[src/design/dse_pkg.sv]
// Shared constants for the DFA state equivalence unit.
// Holds field widths, defaults, operation codes and register indexes; no dependencies.
package dse_pkg;

    // Default sizing, handed to the top level parameters
    localparam int MAX_STATES_DEF  = 16;
    localparam int MAX_SYMBOLS_DEF = 8;
    // Results carry a 4-bit state number, so at most this many states take part
    localparam int OUT_LIMIT       = 16;

    // Item field widths
    localparam int FUNC_W     = 2;
    localparam int STATE_W    = 4;
    localparam int SYMBOL_W   = 3;
    localparam int S_TDATA_W  = 16;
    localparam int M_TDATA_W  = 8;

    // Operation codes carried in s_tuser
    localparam logic [FUNC_W-1:0] FUNC_LOAD_TRANS = 2'd0;
    localparam logic [FUNC_W-1:0] FUNC_LOAD_ACC   = 2'd1;
    localparam logic [FUNC_W-1:0] FUNC_START      = 2'd2;

    // Configuration port
    localparam int CFG_ADDR_W      = 1;
    localparam int CFG_DATA_W      = 5;
    localparam int STATE_COUNT_W   = 5;
    localparam int SYMBOL_COUNT_W  = 4;
    localparam logic [CFG_ADDR_W-1:0] REG_STATE_COUNT  = 1'b0;
    localparam logic [CFG_ADDR_W-1:0] REG_SYMBOL_COUNT = 1'b1;

    localparam logic [STATE_COUNT_W-1:0]  STATE_COUNT_RESET  = 5'd16;
    localparam logic [SYMBOL_COUNT_W-1:0] SYMBOL_COUNT_RESET = 4'd8;

endpackage

[src/design/dse_trans_mem.sv]
// Transition table memory: one write port, two registered read ports.
// Standalone; no package dependencies.
module dse_trans_mem #(
    parameter int ADDR_W = 7,
    parameter int DEPTH  = 128,
    parameter int DATA_W = 4
) (
    input  logic              aclk,
    input  logic              we,
    input  logic [ADDR_W-1:0] wa,
    input  logic [DATA_W-1:0] wd,
    input  logic [ADDR_W-1:0] ra0,
    input  logic [ADDR_W-1:0] ra1,
    output logic [DATA_W-1:0] rd0,
    output logic [DATA_W-1:0] rd1
);

    logic [DATA_W-1:0] mem_reg [0:DEPTH-1];
    logic [DATA_W-1:0] rd0_reg;
    logic [DATA_W-1:0] rd1_reg;

    always_ff @(posedge aclk) begin
        if (we) begin
            mem_reg[wa] <= wd;
        end
        rd0_reg <= mem_reg[ra0];
        rd1_reg <= mem_reg[ra1];
    end

    assign rd0 = rd0_reg;
    assign rd1 = rd1_reg;

endmodule

[src/design/dse_row_mem.sv]
// Distinguishability row memory: one write port, one registered read port.
// Standalone; no package dependencies.
module dse_row_mem #(
    parameter int ADDR_W = 4,
    parameter int DEPTH  = 16,
    parameter int DATA_W = 16
) (
    input  logic              aclk,
    input  logic              we,
    input  logic [ADDR_W-1:0] wa,
    input  logic [DATA_W-1:0] wd,
    input  logic [ADDR_W-1:0] ra,
    output logic [DATA_W-1:0] rd
);

    logic [DATA_W-1:0] mem_reg [0:DEPTH-1];
    logic [DATA_W-1:0] rd_reg;

    always_ff @(posedge aclk) begin
        if (we) begin
            mem_reg[wa] <= wd;
        end
        rd_reg <= mem_reg[ra];
    end

    assign rd = rd_reg;

endmodule

[src/design/dfa_state_equivalence_unit.sv]
// DFA state equivalence unit (table filling), built on dse_pkg, dse_trans_mem and
// dse_row_mem. Load items (s_tuser = load transition or load accepting flag) are
// taken one per cycle while the unit is idle and give no result. A start item
// clamps state_count to 1..min(MAX_STATES,16) and symbol_count to 1..MAX_SYMBOLS,
// then works alone until its last result is taken: it writes the initial rows
// (pairs whose accepting flags differ), then whole passes run over the lower
// triangle of the pair table until a pass marks nothing. Each pass reads, works
// and writes back each of rows 1..n-1, skips each pair already marked and, for
// every pair still unmarked, steps through the symbols until one marks it: issue
// the paired transition reads, issue the read of the successor pair's row and
// test it, all through synchronous memories with registered reads. Last, one
// result per active state leaves, each held until m_tready takes it, giving the
// least-numbered equivalent state, with m_tlast on the highest active state.
// s_tready stays low during reset. Only the lower triangle is stored: row p holds
// bit q for q < p. A row under work sits in a working register and is written
// back at its end; lookups of that row are forwarded from the register.
module dfa_state_equivalence_unit #(
    parameter int MAX_STATES  = dse_pkg::MAX_STATES_DEF,
    parameter int MAX_SYMBOLS = dse_pkg::MAX_SYMBOLS_DEF
) (
    input  logic                                aclk,
    input  logic                                aresetn,
    // Configuration write port
    input  logic                                cfg_we,
    input  logic [dse_pkg::CFG_ADDR_W-1:0]      cfg_addr,
    input  logic [dse_pkg::CFG_DATA_W-1:0]      cfg_wdata,
    // Input channel
    input  logic                                s_tvalid,
    output logic                                s_tready,
    // tdata, lowest bit up: state_index[3:0], symbol_index[6:4],
    // next_state[10:7], accepting[11], zero fill [15:12]
    input  logic [dse_pkg::S_TDATA_W-1:0]       s_tdata,
    // tuser: func[1:0]
    input  logic [dse_pkg::FUNC_W-1:0]          s_tuser,
    // Result channel
    output logic                                m_tvalid,
    input  logic                                m_tready,
    // tdata, lowest bit up: state_number[3:0], representative[7:4]
    output logic [dse_pkg::M_TDATA_W-1:0]       m_tdata,
    output logic                                m_tlast
);

    localparam int STATE_LIMIT = (MAX_STATES < dse_pkg::OUT_LIMIT) ?
                                 MAX_STATES : dse_pkg::OUT_LIMIT;
    localparam int ROW_W  = $clog2(STATE_LIMIT);
    localparam int CNT_W  = $clog2(STATE_LIMIT + 1);
    localparam int ST_W   = $clog2(MAX_STATES);
    localparam int SYM_W  = (MAX_SYMBOLS > 1) ? $clog2(MAX_SYMBOLS) : 1;
    localparam int SYMC_W = $clog2(MAX_SYMBOLS + 1);
    localparam int TA_W   = ST_W + SYM_W;
    localparam int T_DEPTH = MAX_STATES * (2 ** SYM_W);
    localparam int SW     = dse_pkg::STATE_W;

    // Sequencer states
    localparam logic [3:0] S_IDLE     = 4'd0;
    localparam logic [3:0] S_INIT     = 4'd1;
    localparam logic [3:0] S_ROW_RD   = 4'd2;
    localparam logic [3:0] S_ROW_WT   = 4'd3;
    localparam logic [3:0] S_SYM_RD   = 4'd4;
    localparam logic [3:0] S_SYM_WT   = 4'd5;
    localparam logic [3:0] S_DIST_CHK = 4'd6;
    localparam logic [3:0] S_ROW_WR   = 4'd7;
    localparam logic [3:0] S_OUT_RD   = 4'd8;
    localparam logic [3:0] S_OUT_WT   = 4'd9;
    localparam logic [3:0] S_OUT_HOLD = 4'd10;

    // Input fields
    logic [dse_pkg::FUNC_W-1:0]   in_func;
    logic [SW-1:0]                in_state;
    logic [dse_pkg::SYMBOL_W-1:0] in_sym;
    logic [SW-1:0]                in_next;
    logic                         in_acc;
    logic                         s_acc;

    assign in_func  = s_tuser;
    assign in_state = s_tdata[3:0];
    assign in_sym   = s_tdata[6:4];
    assign in_next  = s_tdata[10:7];
    assign in_acc   = s_tdata[11];
    assign s_acc    = s_tvalid & s_tready;

    // Registers
    logic [3:0]                          state_reg, state_next;
    logic [CNT_W-1:0]                    n_reg, n_next;
    logic [SYMC_W-1:0]                   m_reg, m_next;
    logic [ROW_W-1:0]                    i_reg, i_next;
    logic [ROW_W-1:0]                    j_reg, j_next;
    logic [SYM_W-1:0]                    u_reg, u_next;
    logic [ROW_W-1:0]                    hi_reg, hi_next;
    logic [ROW_W-1:0]                    lo_reg, lo_next;
    logic [STATE_LIMIT-1:0]              work_reg, work_next;
    logic                                changed_reg, changed_next;
    logic [MAX_STATES-1:0]               acc_reg, acc_next;
    logic [dse_pkg::STATE_COUNT_W-1:0]   state_count_reg, state_count_next;
    logic [dse_pkg::SYMBOL_COUNT_W-1:0]  symbol_count_reg, symbol_count_next;
    logic [dse_pkg::M_TDATA_W-1:0]       m_tdata_reg, m_tdata_next;
    logic                                m_tlast_reg, m_tlast_next;
    logic                                m_tvalid_reg, m_tvalid_next;

    // Memory ports
    logic                   tr_we;
    logic [TA_W-1:0]        tr_wa;
    logic [TA_W-1:0]        tr_ra0;
    logic [TA_W-1:0]        tr_ra1;
    logic [SW-1:0]          tr_rd0;
    logic [SW-1:0]          tr_rd1;
    logic                   row_we;
    logic [ROW_W-1:0]       row_wa;
    logic [STATE_LIMIT-1:0] row_wd;
    logic [ROW_W-1:0]       row_ra;
    logic [STATE_LIMIT-1:0] row_rd;

    // Helpers
    logic [CNT_W-1:0]       n_clamp;
    logic [SYMC_W-1:0]      m_clamp;
    logic                   last_i;
    logic                   last_j;
    logic                   last_u;
    logic [STATE_LIMIT-1:0] init_row;
    logic                   pair_live;
    logic [SW-1:0]          succ_hi;
    logic [SW-1:0]          succ_lo;
    logic                   succ_hit;
    logic [ROW_W-1:0]       rep;

    // Transition loads write straight into the table from the input item
    assign tr_we  = s_acc && (in_func == dse_pkg::FUNC_LOAD_TRANS) &&
                    (int'(in_state) < MAX_STATES) && (int'(in_sym) < MAX_SYMBOLS);
    assign tr_wa  = {ST_W'(in_state), SYM_W'(in_sym)};
    assign tr_ra0 = {ST_W'(i_reg), u_reg};
    assign tr_ra1 = {ST_W'(j_reg), u_reg};

    dse_trans_mem #(
        .ADDR_W (TA_W),
        .DEPTH  (T_DEPTH),
        .DATA_W (SW)
    ) u_trans_mem (
        .aclk (aclk),
        .we   (tr_we),
        .wa   (tr_wa),
        .wd   (in_next),
        .ra0  (tr_ra0),
        .ra1  (tr_ra1),
        .rd0  (tr_rd0),
        .rd1  (tr_rd1)
    );

    dse_row_mem #(
        .ADDR_W (ROW_W),
        .DEPTH  (STATE_LIMIT),
        .DATA_W (STATE_LIMIT)
    ) u_row_mem (
        .aclk (aclk),
        .we   (row_we),
        .wa   (row_wa),
        .wd   (row_wd),
        .ra   (row_ra),
        .rd   (row_rd)
    );

    // Clamp the configured counts at start
    always_comb begin
        if (state_count_reg == '0) begin
            n_clamp = CNT_W'(1);
        end else if (int'(state_count_reg) > STATE_LIMIT) begin
            n_clamp = CNT_W'(STATE_LIMIT);
        end else begin
            n_clamp = CNT_W'(state_count_reg);
        end
        if (symbol_count_reg == '0) begin
            m_clamp = SYMC_W'(1);
        end else if (int'(symbol_count_reg) > MAX_SYMBOLS) begin
            m_clamp = SYMC_W'(MAX_SYMBOLS);
        end else begin
            m_clamp = SYMC_W'(symbol_count_reg);
        end
    end

    assign last_i = (CNT_W'(i_reg) + CNT_W'(1)) == n_reg;
    assign last_j = (j_reg + ROW_W'(1)) == i_reg;
    assign last_u = (SYMC_W'(u_reg) + SYMC_W'(1)) == m_reg;

    // Initial row: lower pairs whose accepting flags differ
    always_comb begin
        for (int j = 0; j < STATE_LIMIT; j++) begin
            init_row[j] = (ROW_W'(j) < i_reg) && (acc_reg[j] != acc_reg[ST_W'(i_reg)]);
        end
    end

    // Successor pair: order it, drop equal or inactive states
    assign pair_live = (tr_rd0 != tr_rd1) && (int'(tr_rd0) < int'(n_reg)) &&
                       (int'(tr_rd1) < int'(n_reg));
    assign succ_hi   = (tr_rd0 > tr_rd1) ? tr_rd0 : tr_rd1;
    assign succ_lo   = (tr_rd0 > tr_rd1) ? tr_rd1 : tr_rd0;
    // Forward the row under work; memory holds it only after write-back
    assign succ_hit  = (hi_reg == i_reg) ? work_reg[lo_reg] : row_rd[lo_reg];

    // Representative: least lower state not marked distinct
    always_comb begin
        rep = i_reg;
        for (int j = STATE_LIMIT - 1; j >= 0; j--) begin
            if ((ROW_W'(j) < i_reg) && !row_rd[j]) begin
                rep = ROW_W'(j);
            end
        end
    end

    always_comb begin
        state_next        = state_reg;
        n_next            = n_reg;
        m_next            = m_reg;
        i_next            = i_reg;
        j_next            = j_reg;
        u_next            = u_reg;
        hi_next           = hi_reg;
        lo_next           = lo_reg;
        work_next         = work_reg;
        changed_next      = changed_reg;
        acc_next          = acc_reg;
        state_count_next  = state_count_reg;
        symbol_count_next = symbol_count_reg;
        m_tdata_next      = m_tdata_reg;
        m_tlast_next      = m_tlast_reg;
        m_tvalid_next     = m_tvalid_reg;
        row_we            = 1'b0;
        row_wa            = i_reg;
        row_wd            = work_reg;
        row_ra            = i_reg;

        if (cfg_we) begin
            case (cfg_addr)
                dse_pkg::REG_STATE_COUNT: begin
                    state_count_next = cfg_wdata[dse_pkg::STATE_COUNT_W-1:0];
                end
                dse_pkg::REG_SYMBOL_COUNT: begin
                    symbol_count_next = cfg_wdata[dse_pkg::SYMBOL_COUNT_W-1:0];
                end
                default: begin
                end
            endcase
        end

        case (state_reg)
            S_IDLE: begin
                if (s_acc) begin
                    if ((in_func == dse_pkg::FUNC_LOAD_ACC) &&
                        (int'(in_state) < MAX_STATES)) begin
                        acc_next[ST_W'(in_state)] = in_acc;
                    end else if (in_func == dse_pkg::FUNC_START) begin
                        n_next     = n_clamp;
                        m_next     = m_clamp;
                        i_next     = '0;
                        state_next = S_INIT;
                    end
                end
            end
            S_INIT: begin
                // Write one initial row a cycle; this also clears stale rows
                row_we = 1'b1;
                row_wd = init_row;
                if (last_i) begin
                    changed_next = 1'b0;
                    if (n_reg == CNT_W'(1)) begin
                        i_next     = '0;
                        state_next = S_OUT_RD;
                    end else begin
                        i_next     = ROW_W'(1);
                        state_next = S_ROW_RD;
                    end
                end else begin
                    i_next = i_reg + ROW_W'(1);
                end
            end
            S_ROW_RD: begin
                j_next     = '0;
                u_next     = '0;
                state_next = S_ROW_WT;
            end
            S_ROW_WT: begin
                work_next  = row_rd;
                state_next = S_SYM_RD;
            end
            S_SYM_RD: begin
                // Skip pairs already marked; otherwise the transition reads go out now
                if (work_reg[j_reg]) begin
                    if (last_j) begin
                        state_next = S_ROW_WR;
                    end else begin
                        j_next     = j_reg + ROW_W'(1);
                        u_next     = '0;
                        state_next = S_SYM_RD;
                    end
                end else begin
                    state_next = S_SYM_WT;
                end
            end
            S_SYM_WT: begin
                row_ra  = ROW_W'(succ_hi);
                hi_next = ROW_W'(succ_hi);
                lo_next = ROW_W'(succ_lo);
                if (pair_live) begin
                    state_next = S_DIST_CHK;
                end else if (last_u) begin
                    if (last_j) begin
                        state_next = S_ROW_WR;
                    end else begin
                        j_next     = j_reg + ROW_W'(1);
                        u_next     = '0;
                        state_next = S_SYM_RD;
                    end
                end else begin
                    u_next     = u_reg + SYM_W'(1);
                    state_next = S_SYM_RD;
                end
            end
            S_DIST_CHK: begin
                if (succ_hit) begin
                    work_next[j_reg] = 1'b1;
                    changed_next     = 1'b1;
                end
                if (succ_hit || last_u) begin
                    if (last_j) begin
                        state_next = S_ROW_WR;
                    end else begin
                        j_next     = j_reg + ROW_W'(1);
                        u_next     = '0;
                        state_next = S_SYM_RD;
                    end
                end else begin
                    u_next     = u_reg + SYM_W'(1);
                    state_next = S_SYM_RD;
                end
            end
            S_ROW_WR: begin
                row_we = 1'b1;
                if (last_i) begin
                    if (changed_reg) begin
                        changed_next = 1'b0;
                        i_next       = ROW_W'(1);
                        state_next   = S_ROW_RD;
                    end else begin
                        i_next     = '0;
                        state_next = S_OUT_RD;
                    end
                end else begin
                    i_next     = i_reg + ROW_W'(1);
                    state_next = S_ROW_RD;
                end
            end
            S_OUT_RD: begin
                state_next = S_OUT_WT;
            end
            S_OUT_WT: begin
                m_tdata_next  = {SW'(rep), SW'(i_reg)};
                m_tlast_next  = last_i;
                m_tvalid_next = 1'b1;
                state_next    = S_OUT_HOLD;
            end
            S_OUT_HOLD: begin
                // Hold the result until taken
                if (m_tready) begin
                    m_tvalid_next = 1'b0;
                    if (m_tlast_reg) begin
                        state_next = S_IDLE;
                    end else begin
                        i_next     = i_reg + ROW_W'(1);
                        state_next = S_OUT_RD;
                    end
                end
            end
            default: begin
                state_next = S_IDLE;
            end
        endcase
    end

    always_ff @(posedge aclk) begin
        if (!aresetn) begin
            state_reg        <= S_IDLE;
            m_tvalid_reg     <= 1'b0;
            changed_reg      <= 1'b0;
            acc_reg          <= '0;
            state_count_reg  <= dse_pkg::STATE_COUNT_RESET;
            symbol_count_reg <= dse_pkg::SYMBOL_COUNT_RESET;
        end else begin
            state_reg        <= state_next;
            m_tvalid_reg     <= m_tvalid_next;
            changed_reg      <= changed_next;
            acc_reg          <= acc_next;
            state_count_reg  <= state_count_next;
            symbol_count_reg <= symbol_count_next;
        end
    end

    always_ff @(posedge aclk) begin
        n_reg       <= n_next;
        m_reg       <= m_next;
        i_reg       <= i_next;
        j_reg       <= j_next;
        u_reg       <= u_next;
        hi_reg      <= hi_next;
        lo_reg      <= lo_next;
        work_reg    <= work_next;
        m_tdata_reg <= m_tdata_next;
        m_tlast_reg <= m_tlast_next;
    end

    assign s_tready = aresetn && (state_reg == S_IDLE);
    assign m_tvalid = m_tvalid_reg;
    assign m_tdata  = m_tdata_reg;
    assign m_tlast  = m_tlast_reg;

endmodule
[config.mk]
export PLATFORM = sky130hd
export DESIGN_NAME = dfa_state_equivalence_unit
export DESIGN_NICKNAME = d
export VERILOG_FILES = /design/src/design/dse_pkg.sv /design/src/design/dse_trans_mem.sv /design/src/design/dse_row_mem.sv /design/src/design/dfa_state_equivalence_unit.sv
export SDC_FILE = /design/constraint.sdc
export NUM_CORES = 1
export LEC_CHECK = 0
export ABC_AREA = 0
export BUFFER_PORTS_ARGS = -buffer_cell sky130_fd_sc_hd__buf_2
export CORE_MARGIN = 2
export CORE_UTILIZATION = 54
export CTS_CLUSTER_SIZE = 40
export DETAILED_ROUTE_END_ITERATION = 7
export GPL_ROUTABILITY_DRIVEN = 0
export PLACE_DENSITY = 0.77
export SETUP_SLACK_MARGIN = 0.2
export SLEW_MARGIN = 20
export SYNTH_ARGS = -nofsm -noshare
export SYNTH_HDL_FRONTEND = slang
export SYNTH_SLANG_ARGS = --single-unit
[constraint.sdc]
create_clock -name aclk -period 6.8 [get_ports aclk]
set_clock_uncertainty 0.2 [all_clocks]
set_input_delay 0.34 -clock aclk [delete_from_list [all_inputs] [get_ports aclk]]
set_output_delay 0.34 -clock aclk [all_outputs]
set_load 0.005 [all_outputs]
## Word level (Yosys, flattened, before mapping)

Memories as Yosys holds them, arrays and structs flattened. A register that Yosys moved wholly into a read port is not among the register bits.
Index checks and enable logic that the tools add are counted.

- Add/sub/neg operators: 5
- $lt $le $gt $ge: 27
- Mux-type cells: 84
- Reduce and logical (&&, ||, !) cells: 81
- Equal/unequal tests: 46
- Bitwise operators: 4

Operator list:

| kind | count |
|---|---|
| $mux W4 | 34 |
| $pmux W4 S11 | 1 |
| $logic_and A1 B1 Y1 | 38 |
| $lt A4 B4 Y1 const A | 8 |
| $mux W16 | 2 |
| $pmux W16 S2 | 1 |
| $pmux W4 S4 | 2 |
| $mux W3 | 9 |
| $ne A2 B2 Y1 const B | 11 |
| $lt A4 B5 Y1 const B | 4 |
| $mux W1 | 18 |
| $bmux W1 S4 | 4 |
| $bwmux W16 | 1 |
| $eq A4 B3 Y1 const B | 4 |
| $logic_not A1 Y1 | 16 |
| $lt A3 B4 Y1 const A | 4 |
| $ne A1 B1 Y1 | 16 |
| $or A16 B16 Y16 | 1 |
| $eq A4 B4 Y1 | 3 |
| $eq A4 B4 Y1 const B | 3 |
| $mux W2 | 6 |
| $pmux W3 S4 | 1 |
| $lt A4 B5 Y1 | 2 |
| $reduce_and A5 Y1 | 2 |
| other kinds (36) | 56 |

- Flip-flop bits (word level): 84
- Output and inout bits: 11
- Word-level logic and storage cells: 271
- RAM bits: 768
- Bits of input ports: 29
- Memories: 2

Memory list:

| name | depth | width | read ports | clocked after memory_dff | wr ports | line | source |
|---|---|---|---|---|---|---|---|
| u_trans_mem.mem_reg | 128 | 4 | 2 | 2 | 1 | dse_trans_mem.sv:18 | `logic [DATA_W-1:0] mem_reg [0:DEPTH-1];` |
| u_row_mem.mem_reg | 16 | 16 | 1 | 1 | 1 | dse_row_mem.sv:16 | `logic [DATA_W-1:0] mem_reg [0:DEPTH-1];` |

## Depth between registers and ports, before layout

Gate-level depths: netlist of the first run.

- Word-level depth: 17
- Mapped depth: 14

## By module

From an unflattened synthesis of the first run, not the netlist that was laid out.

- Cell total of the unflattened synthesis: 2205
- Area, all modules: 40148.5 µm²

By module, submodules not included:

| module | sequential area each (µm²) | times used | area each (µm²) | cells each |
|---|---|---|---|---|
| dse_trans_mem | 15534.9 | 1 | 24265.8 | 1121 |
| dse_row_mem | 8007.7 | 1 | 10043.4 | 432 |
| dfa_state_equivalence_unit | 2212.1 | 1 | 5839.4 | 652 |

## Worst setup path before layout of the first run

No wires, ideal clock.

- Path type: reg-to-reg
- From: register i_reg[1]
- To: memory u_row_mem.mem_reg[12][0] (enable)
- Buffers on the path: 3
- Data arrival time: 2989 ps
- Library setup time: 409 ps
- Stages on the path, launching flop included: 8
- Slack: 3202 ps
- Clock period less this slack: 3598 ps
- Required time: 6191 ps
- Cell sequence: edfxtp_1 clkbuf_1 inv_1 clkbuf_1 ha_1 clkbuf_1 inv_1 nor3_1

RTL lines:

| what | line | source |
|---|---|---|
| start, declared | dfa_state_equivalence_unit.sv:86 | `logic [ROW_W-1:0] i_reg, i_next;` |
| start signal, assigned | dfa_state_equivalence_unit.sv:398 | `i_reg <= i_next;` |
| end, declared | dse_row_mem.sv:16 |  |

No word-level cell before the write port.

## Worst setup path after layout of the first run

- From: register state_reg[2]
- To: register u_row_mem.rd_reg[2] (netlist: u_row_mem.rd[2]) (read register of u_row_mem.mem_reg)

- Word-level cells in the longest chain between the ends: 2

RTL lines:

| what | line | source |
|---|---|---|
| start, declared | dfa_state_equivalence_unit.sv:83 | `logic [3:0] state_reg, state_next;` |
| start signal, assigned | dfa_state_equivalence_unit.sv:386 | `state_reg <= state_next;` |
| $eq A4 B3 Y1 | dfa_state_equivalence_unit.sv:243 | `case (state_reg)` |
| $mux W4 | dfa_state_equivalence_unit.sv:243 |  |
| end, declared | dse_row_mem.sv:17 | `logic [DATA_W-1:0] rd_reg;` |

No other way between the ends.
A chain may end at the register's enable or synchronous reset.

==> impl_metrics.py, run 1 <==
metrics = {
    "synth": {
        "yosys_warnings": 0,
        "synth_fp_nets": 2240,
        "synth_top_family_by_area": "multiplexers",
        "synth_xor_area_share_pct": 0.922,
        "synth_ff_type": "edfxtp_1",
        "netlist-cell-type-count": 60,
        "synth_compound_area_share_pct": 3.88,
        "synth.mux.area_fraction_pct": 18.1,
        "yosys.area_share.simple_pct": 5.17,
        "synth_fa_ha_area_share_pct": 0.709,
        "synth-edff-count": 821,
        "seq_area_frac_synth_pct": 69.5,
        "async_flop_share_pct": 0,
        "synth-seq-cells": 876,
        "syn_area_mm2": 0.0371,
        "syn_avg_cell_area_um2": 16.9,
        "syn_inst": 2190,
    },
    "cells_and_area": {
        "layout_common_cells": "edfxtp_1 (821), nor2_1 (244), mux4_2 (187)",
        "largest_reg_flops": 512,
        "areaGrowthSynthToFinish_pct": 10.8,
        "num-nets-final": 2289,
        "final_common_cell": "edfxtp_1",
        "fillers": 4771,
        "layout-drive-gt1-share_pct": 22.1,
    },
    "worst_setup_path": {
        "path_class": "flop to flop",
        "crit_path_frequent_cell": "mux2i_1",
        "slowest_delay_ns": 0.74,
        "start_kind": "flop",
        "crit_path_cell_trace": "nand2b_1, nor2_2, nor2_1, a31oi_4, buf_12, mux2i_1, mux2i_1, a22oi_1, o221ai_1",
        "worstPathArrival_ns": 4.80,
        "crit_fanout": 114,
        "end_kind": "flop",
        "critPathRequiredTime_ns": 7.03,
        "slowest_stage": "a31oi_4",
    },
    "cts": {
        "cts_buffer_depth": 3,
        "path_clk_slew_ns": 0.06,
        "cts_root_buf": "clkbuf_16",
        "cts_buffers": 84,
        "cts_resized": 0,
        "tritoncts": "built",
        "post-cts-setup-buffer-count": 0,
        "clk_latency_ns": 0.65,
        "h-tree-depth": 3,
        "clock-sinks": 876,
    },
    "min_path": {
        "hp-class": "input port to flop",
    },
    "placed_design": {
        "port_buffers": 35,
        "dpl.hpwl_mm": 49.2,
    },
    "pwr": {
        "p_per_area_mw_per_mm2": 261,
        "p_leak_uw": 0.0134,
        "power_uw": 10700,
        "vdd_drop_max_mv": 0.318,
    },
    "routing": {
        "wire_per_inst_um": 25.5,
        "postRouteAntennaNets": 0,
        "routed_wl_mm": 81.3,
        "vias_per_cell": 6.29,
        "drc": 0,
        "drt_iter0_markers": 2246,
        "vias": 20000,
        "drtPass1Iterations": 7,
    },
    "sta": {
        "finalCriticalPeriod_ns": 4.57,
        "setup_tns_ns": 0,
        "fmax_mhz": 219,
        "slew_viol_final": 0,
        "fin_crit_sh_pct": 67.1,
        "slew_headroom_pct": 21.9,
        "rsz0062_at_grt": "no",
        "hold_viol_final": 0,
        "worstMarginPinSlew_ns": 1.17,
        "finalSetupViolCount": 0,
    },
    "global_routing": {
        "antenna_found_initial": 4,
        "overflow": 0,
        "grt_pass1_vias": 20000,
        "grt_pass1_wl_mm": 123,
        "grt.total_usage_pct": 23.2,
        "grt_max_degree": 115,
    },
    "floorplan": {
        "row_count": 96,
        "die-area_mm2": 0.0707,
        "die_x_um": 266,
        "fp.dieH_um": 266,
        "core_area_mm2": 0.0682,
        "io_pins": 40,
        "start_util_pct": 54.3,
    },
    "run": {
        "maxCapViolCount": 0,
    },
    "outcome": {
        "status": "complete, no violations",
    },
}
## worst max-delay path: cells and delay by family, from the launching register on
kind	cells	cell delay [ns]
AO/OA/AOI/OAI	3	1.17
AND/OR/NAND/NOR	3	1.16
flip-flops	1	0.67
multiplexers	2	0.38
buffers and inverters	1	0.52
## power by group
part,internal [uW],switching (uW),leakage (uW)
logic,121,221,0.00432
clock network,2480,1970,0.00126
registers,5900,30.0,0.00784
## final timing paths
path	start	to	cells past startpoint	slack (ns)
worst max-delay path	state_reg[2]	u_row_mem.rd[2]	9	2.23
worst min-delay path	s_tdata[5]	u_trans_mem.mem_reg[79][3]	3	0.03
worst max register to register	state_reg[2]	u_row_mem.rd[2]	9	2.23
worst min register to register	symbol_count_reg[1]	symbol_count_reg[1]	2	0.27
## per-layer routing
metal | part of all wire, % | GRT usage [%] | vias to the layer above
li1 | - | - | 8724
met1 | 40 | 32.3 | 10200
met2 | 49 | 37.8 | 983
met3 | 8.5 | 4.55 | 168
met4 | 2.6 | 6.64 | 6
met5 | 0.043 | 0 | -
## metrics by stage
stage	utilization, %	instance area, um^2	worst slack, ns	std cells	hold slack, ns
2_1_floorplan	-	37100	3.20	2190	0.237
4_1_cts	60.1	41000	2.35	3187	0.00758
5_1_grt	60.2	41100	2.02	3188	0.0417
3_3_place_gp	56.0	38200	2.57	3014	0.253
3_5_place_dp	56.0	38200	2.34	3015	0.261
6_report	60.2	41100	2.23	3188	0.0252
## cell type report
cell class	count	area (um^2)	area share, %
flip-flops and latches	876	25800	62.7
well taps	882	1100	2.69
clock inverters	42	328	0.798
clock buffers	110	2270	5.53
diodes	1	2.50	0.00609
inverters	26	97.6	0.238
multi-input cells	1156	10800	26.2
repair buffers	95	747	1.82
## logic make-up after synthesis
group | Yosys count
flops | 876
simple gates | 439
mux | 422
compound gates | 235
buf+inv | 158
xor+xnor | 39
fa+ha+maj | 21
## synth_stat cells, drive strengths merged, types with 21 or more instances
master	number	share of area, %
a21oi	107	1.4
buf	49	0.63
clkbuf	83	0.84
dfxtp	55	3.0
edfxtp	821	67
ha	21	0.71
inv	26	0.26
mux2	103	3.1
mux2i	132	3.6
mux4	187	11
nand2	80	0.81
nor2	247	2.5
o21ai	37	0.50
xnor2	27	0.64
## timing repair
action,CTS,global route
hold buffers,20,0
endpoints found under the hold margin,172,0
endpoints found under the setup margin,0,0
Note: power is estimated with default switching activity, not from simulation.
==> run 2: changes to the inputs <==
==> constraint.sdc (replaced) <==
create_clock -name aclk -period 4.5 [get_ports aclk]
set_clock_uncertainty 0.2 [all_clocks]
set_input_delay 0.225 -clock aclk [delete_from_list [all_inputs] [get_ports aclk]]
set_output_delay 0.225 -clock aclk [all_outputs]
set_load 0.005 [all_outputs]
==> run 2 against run 1 <==
  * Sequential share of layout area is 1.0 points lower
  * Worst hold slack better by 0.019 ns
  * Global-route usage is 0.34 points higher
  * Total power is 58% higher
  * Critical path type unchanged
  * Die area stayed put
==> impl_metrics.py, run 2 (synthesis gave the netlist of run 1 again) <==
metrics = {
    "worst_setup_path": {
        "slowest_stage": "o31ai_2",
        "r2r_slack_ns": 0.68,
        "end_kind": "flop",
        "crit_path_frequent_cell": "mux4_2",
        "crit_fanout": 16,
        "start_kind": "flop",
        "cpLargestDelayFamily": "multiplexers",
        "slowest_delay_ns": 0.92,
        "worstPathArrival_ns": 3.89,
        "crit_path_cell_trace": "mux4_2, mux4_2, xnor2_1, o31ai_2",
        "critPathRequiredTime_ns": 4.57,
        "path_class": "flop to flop",
        "cp_num_buf_inv": 0,
    },
    "routing": {
        "drtPass1Iterations": 7,
        "postRouteAntennaNets": 0,
        "vias": 20500,
        "wire_per_inst_um": 25.8,
        "routed_wl_mm": 83.3,
        "drt_iter0_markers": 2153,
        "vias_per_cell": 6.33,
        "drc": 0,
    },
    "global_routing": {
        "grt_pass1_vias": 20400,
        "grt_pass1_wl_mm": 125,
        "grt.total_usage_pct": 23.6,
        "overflow": 0,
        "grt_use_met1_pct": 32.0,
        "use_met2_pct": 39.1,
        "antenna_found_initial": 4,
        "grt_busiest_layer": "met2",
        "grt_max_degree": 94,
        "met3_usage_pct": 4.28,
    },
    "sta": {
        "worstMarginPinSlew_ns": 1.09,
        "rsz0062_at_grt": "no",
        "hold_ws_ns": 0.0439,
        "finalCriticalPeriod_ns": 3.82,
        "fmax_mhz": 262,
        "setup_tns_ns": 0,
        "slew_viol_final": 0,
        "fin_crit_sh_pct": 84.9,
        "slew_headroom_pct": 27.3,
        "hold_viol_final": 0,
        "finalSetupViolCount": 0,
    },
    "pwr": {
        "seq_power_share_pct": 52.8,
        "p_int_uw": 13500,
        "p_leak_uw": 0.0138,
        "switchingPower_uw": 3430,
        "switching_share_pct": 20.2,
        "p_per_area_mw_per_mm2": 406,
        "vdd_drop_max_mv": 0.509,
        "p_clk_share_pct": 44.0,
        "p_comb_share_pct": 3.2,
    },
    "cells_and_area": {
        "areaGrowthSynthToFinish_pct": 12.7,
        "layout_common_cells": "edfxtp_1 (821), nor2_1 (245), mux4_2 (187)",
        "stdcell_area_mm2": 0.0417,
        "num-nets-final": 2326,
        "layout-drive-gt1-share_pct": 23.4,
        "stdcell_count": 3231,
        "final_common_cell": "edfxtp_1",
        "largest_reg_flops": 512,
    },
    "placed_design": {
        "port_buffers": 35,
        "dpl.hpwl_mm": 52.1,
        "place_area_mm2": 0.0385,
        "placedCellCount": 3046,
    },
    "cts": {
        "clk_latency_ns": 0.64,
        "cts_buffer_depth": 3,
        "h-tree-depth": 3,
        "cts_root_buf": "clkbuf_16",
        "tritoncts": "built",
        "cts_resized": 0,
        "cts_buffers": 84,
        "path_clk_slew_ns": 0.06,
        "clock-sinks": 876,
    },
    "floorplan": {
        "fp.dieH_um": 266,
        "start_util_pct": 54.3,
        "row_count": 96,
        "io_pins": 40,
        "die_x_um": 266,
        "core_area_mm2": 0.0682,
        "die-area_mm2": 0.0707,
    },
    "run": {
        "maxCapViolCount": 0,
    },
    "outcome": {
        "status": "complete, no violations",
    },
    "min_path": {
        "hp-class": "input port to flop",
    },
}
[run 2: area by class of cell]
class                      instances  area, um^2
inverter                          26        97.6
antenna                            2        5.00
clock inverter                    61         726
clock buffer                      96        2210
fill                            4684       26500
tap                              882        1100
sequential                       876       25800
multi-input combinational       1156       10700
timing repair buffer             132        1120
[run 2: power groups by stage]
stage	clock, uW	combinational (uW)	sequential (uW)
6_report	7450	542	8950
3_3_place_gp	0	489	9120
5_1_grt	7820	582	8940
3_5_place_dp	0	512	9120
4_1_cts	7530	533	8940
2_1_floorplan	0	312	9100
[run 2: per-layer routing]
metal	vias to the layer above	routed length (um)
met2	1025	41800
li1	8800	-
met3	180	6470
met1	10500	32500
met4	6	2480
met5	-	38
[run 2: final timing paths]
kind | to | start | cells after the start
max | u_row_mem.mem_reg[11][8] | i_reg[0] | 4
min | u_trans_mem.mem_reg[66][2] | s_tdata[9] | 1
max reg2reg | u_row_mem.mem_reg[11][8] | i_reg[0] | 4
min reg2reg | acc_reg[15] | acc_reg[15] | 2
[run 2: what timing repair did]
action | in CTS | in global routing
hold endpoints to repair | 37 | 0
hold buffers | 26 | 0
setup buffers | 0 | 0
[run 2: per-stage QoR]
| stage | setup slack [ns] | total power (uW) | utilization (%) |
|---|---|---|---|
| after CTS | 0.651 | 17000 | 61.2 |
| after floorplan | 0.902 | 9410 | - |
| after global placement | 0.820 | 9610 | 56.5 |
| after global routing | 0.451 | 17300 | 61.2 |
| after detailed placement | 0.673 | 9630 | 56.5 |
| final | 0.681 | 16900 | 61.2 |
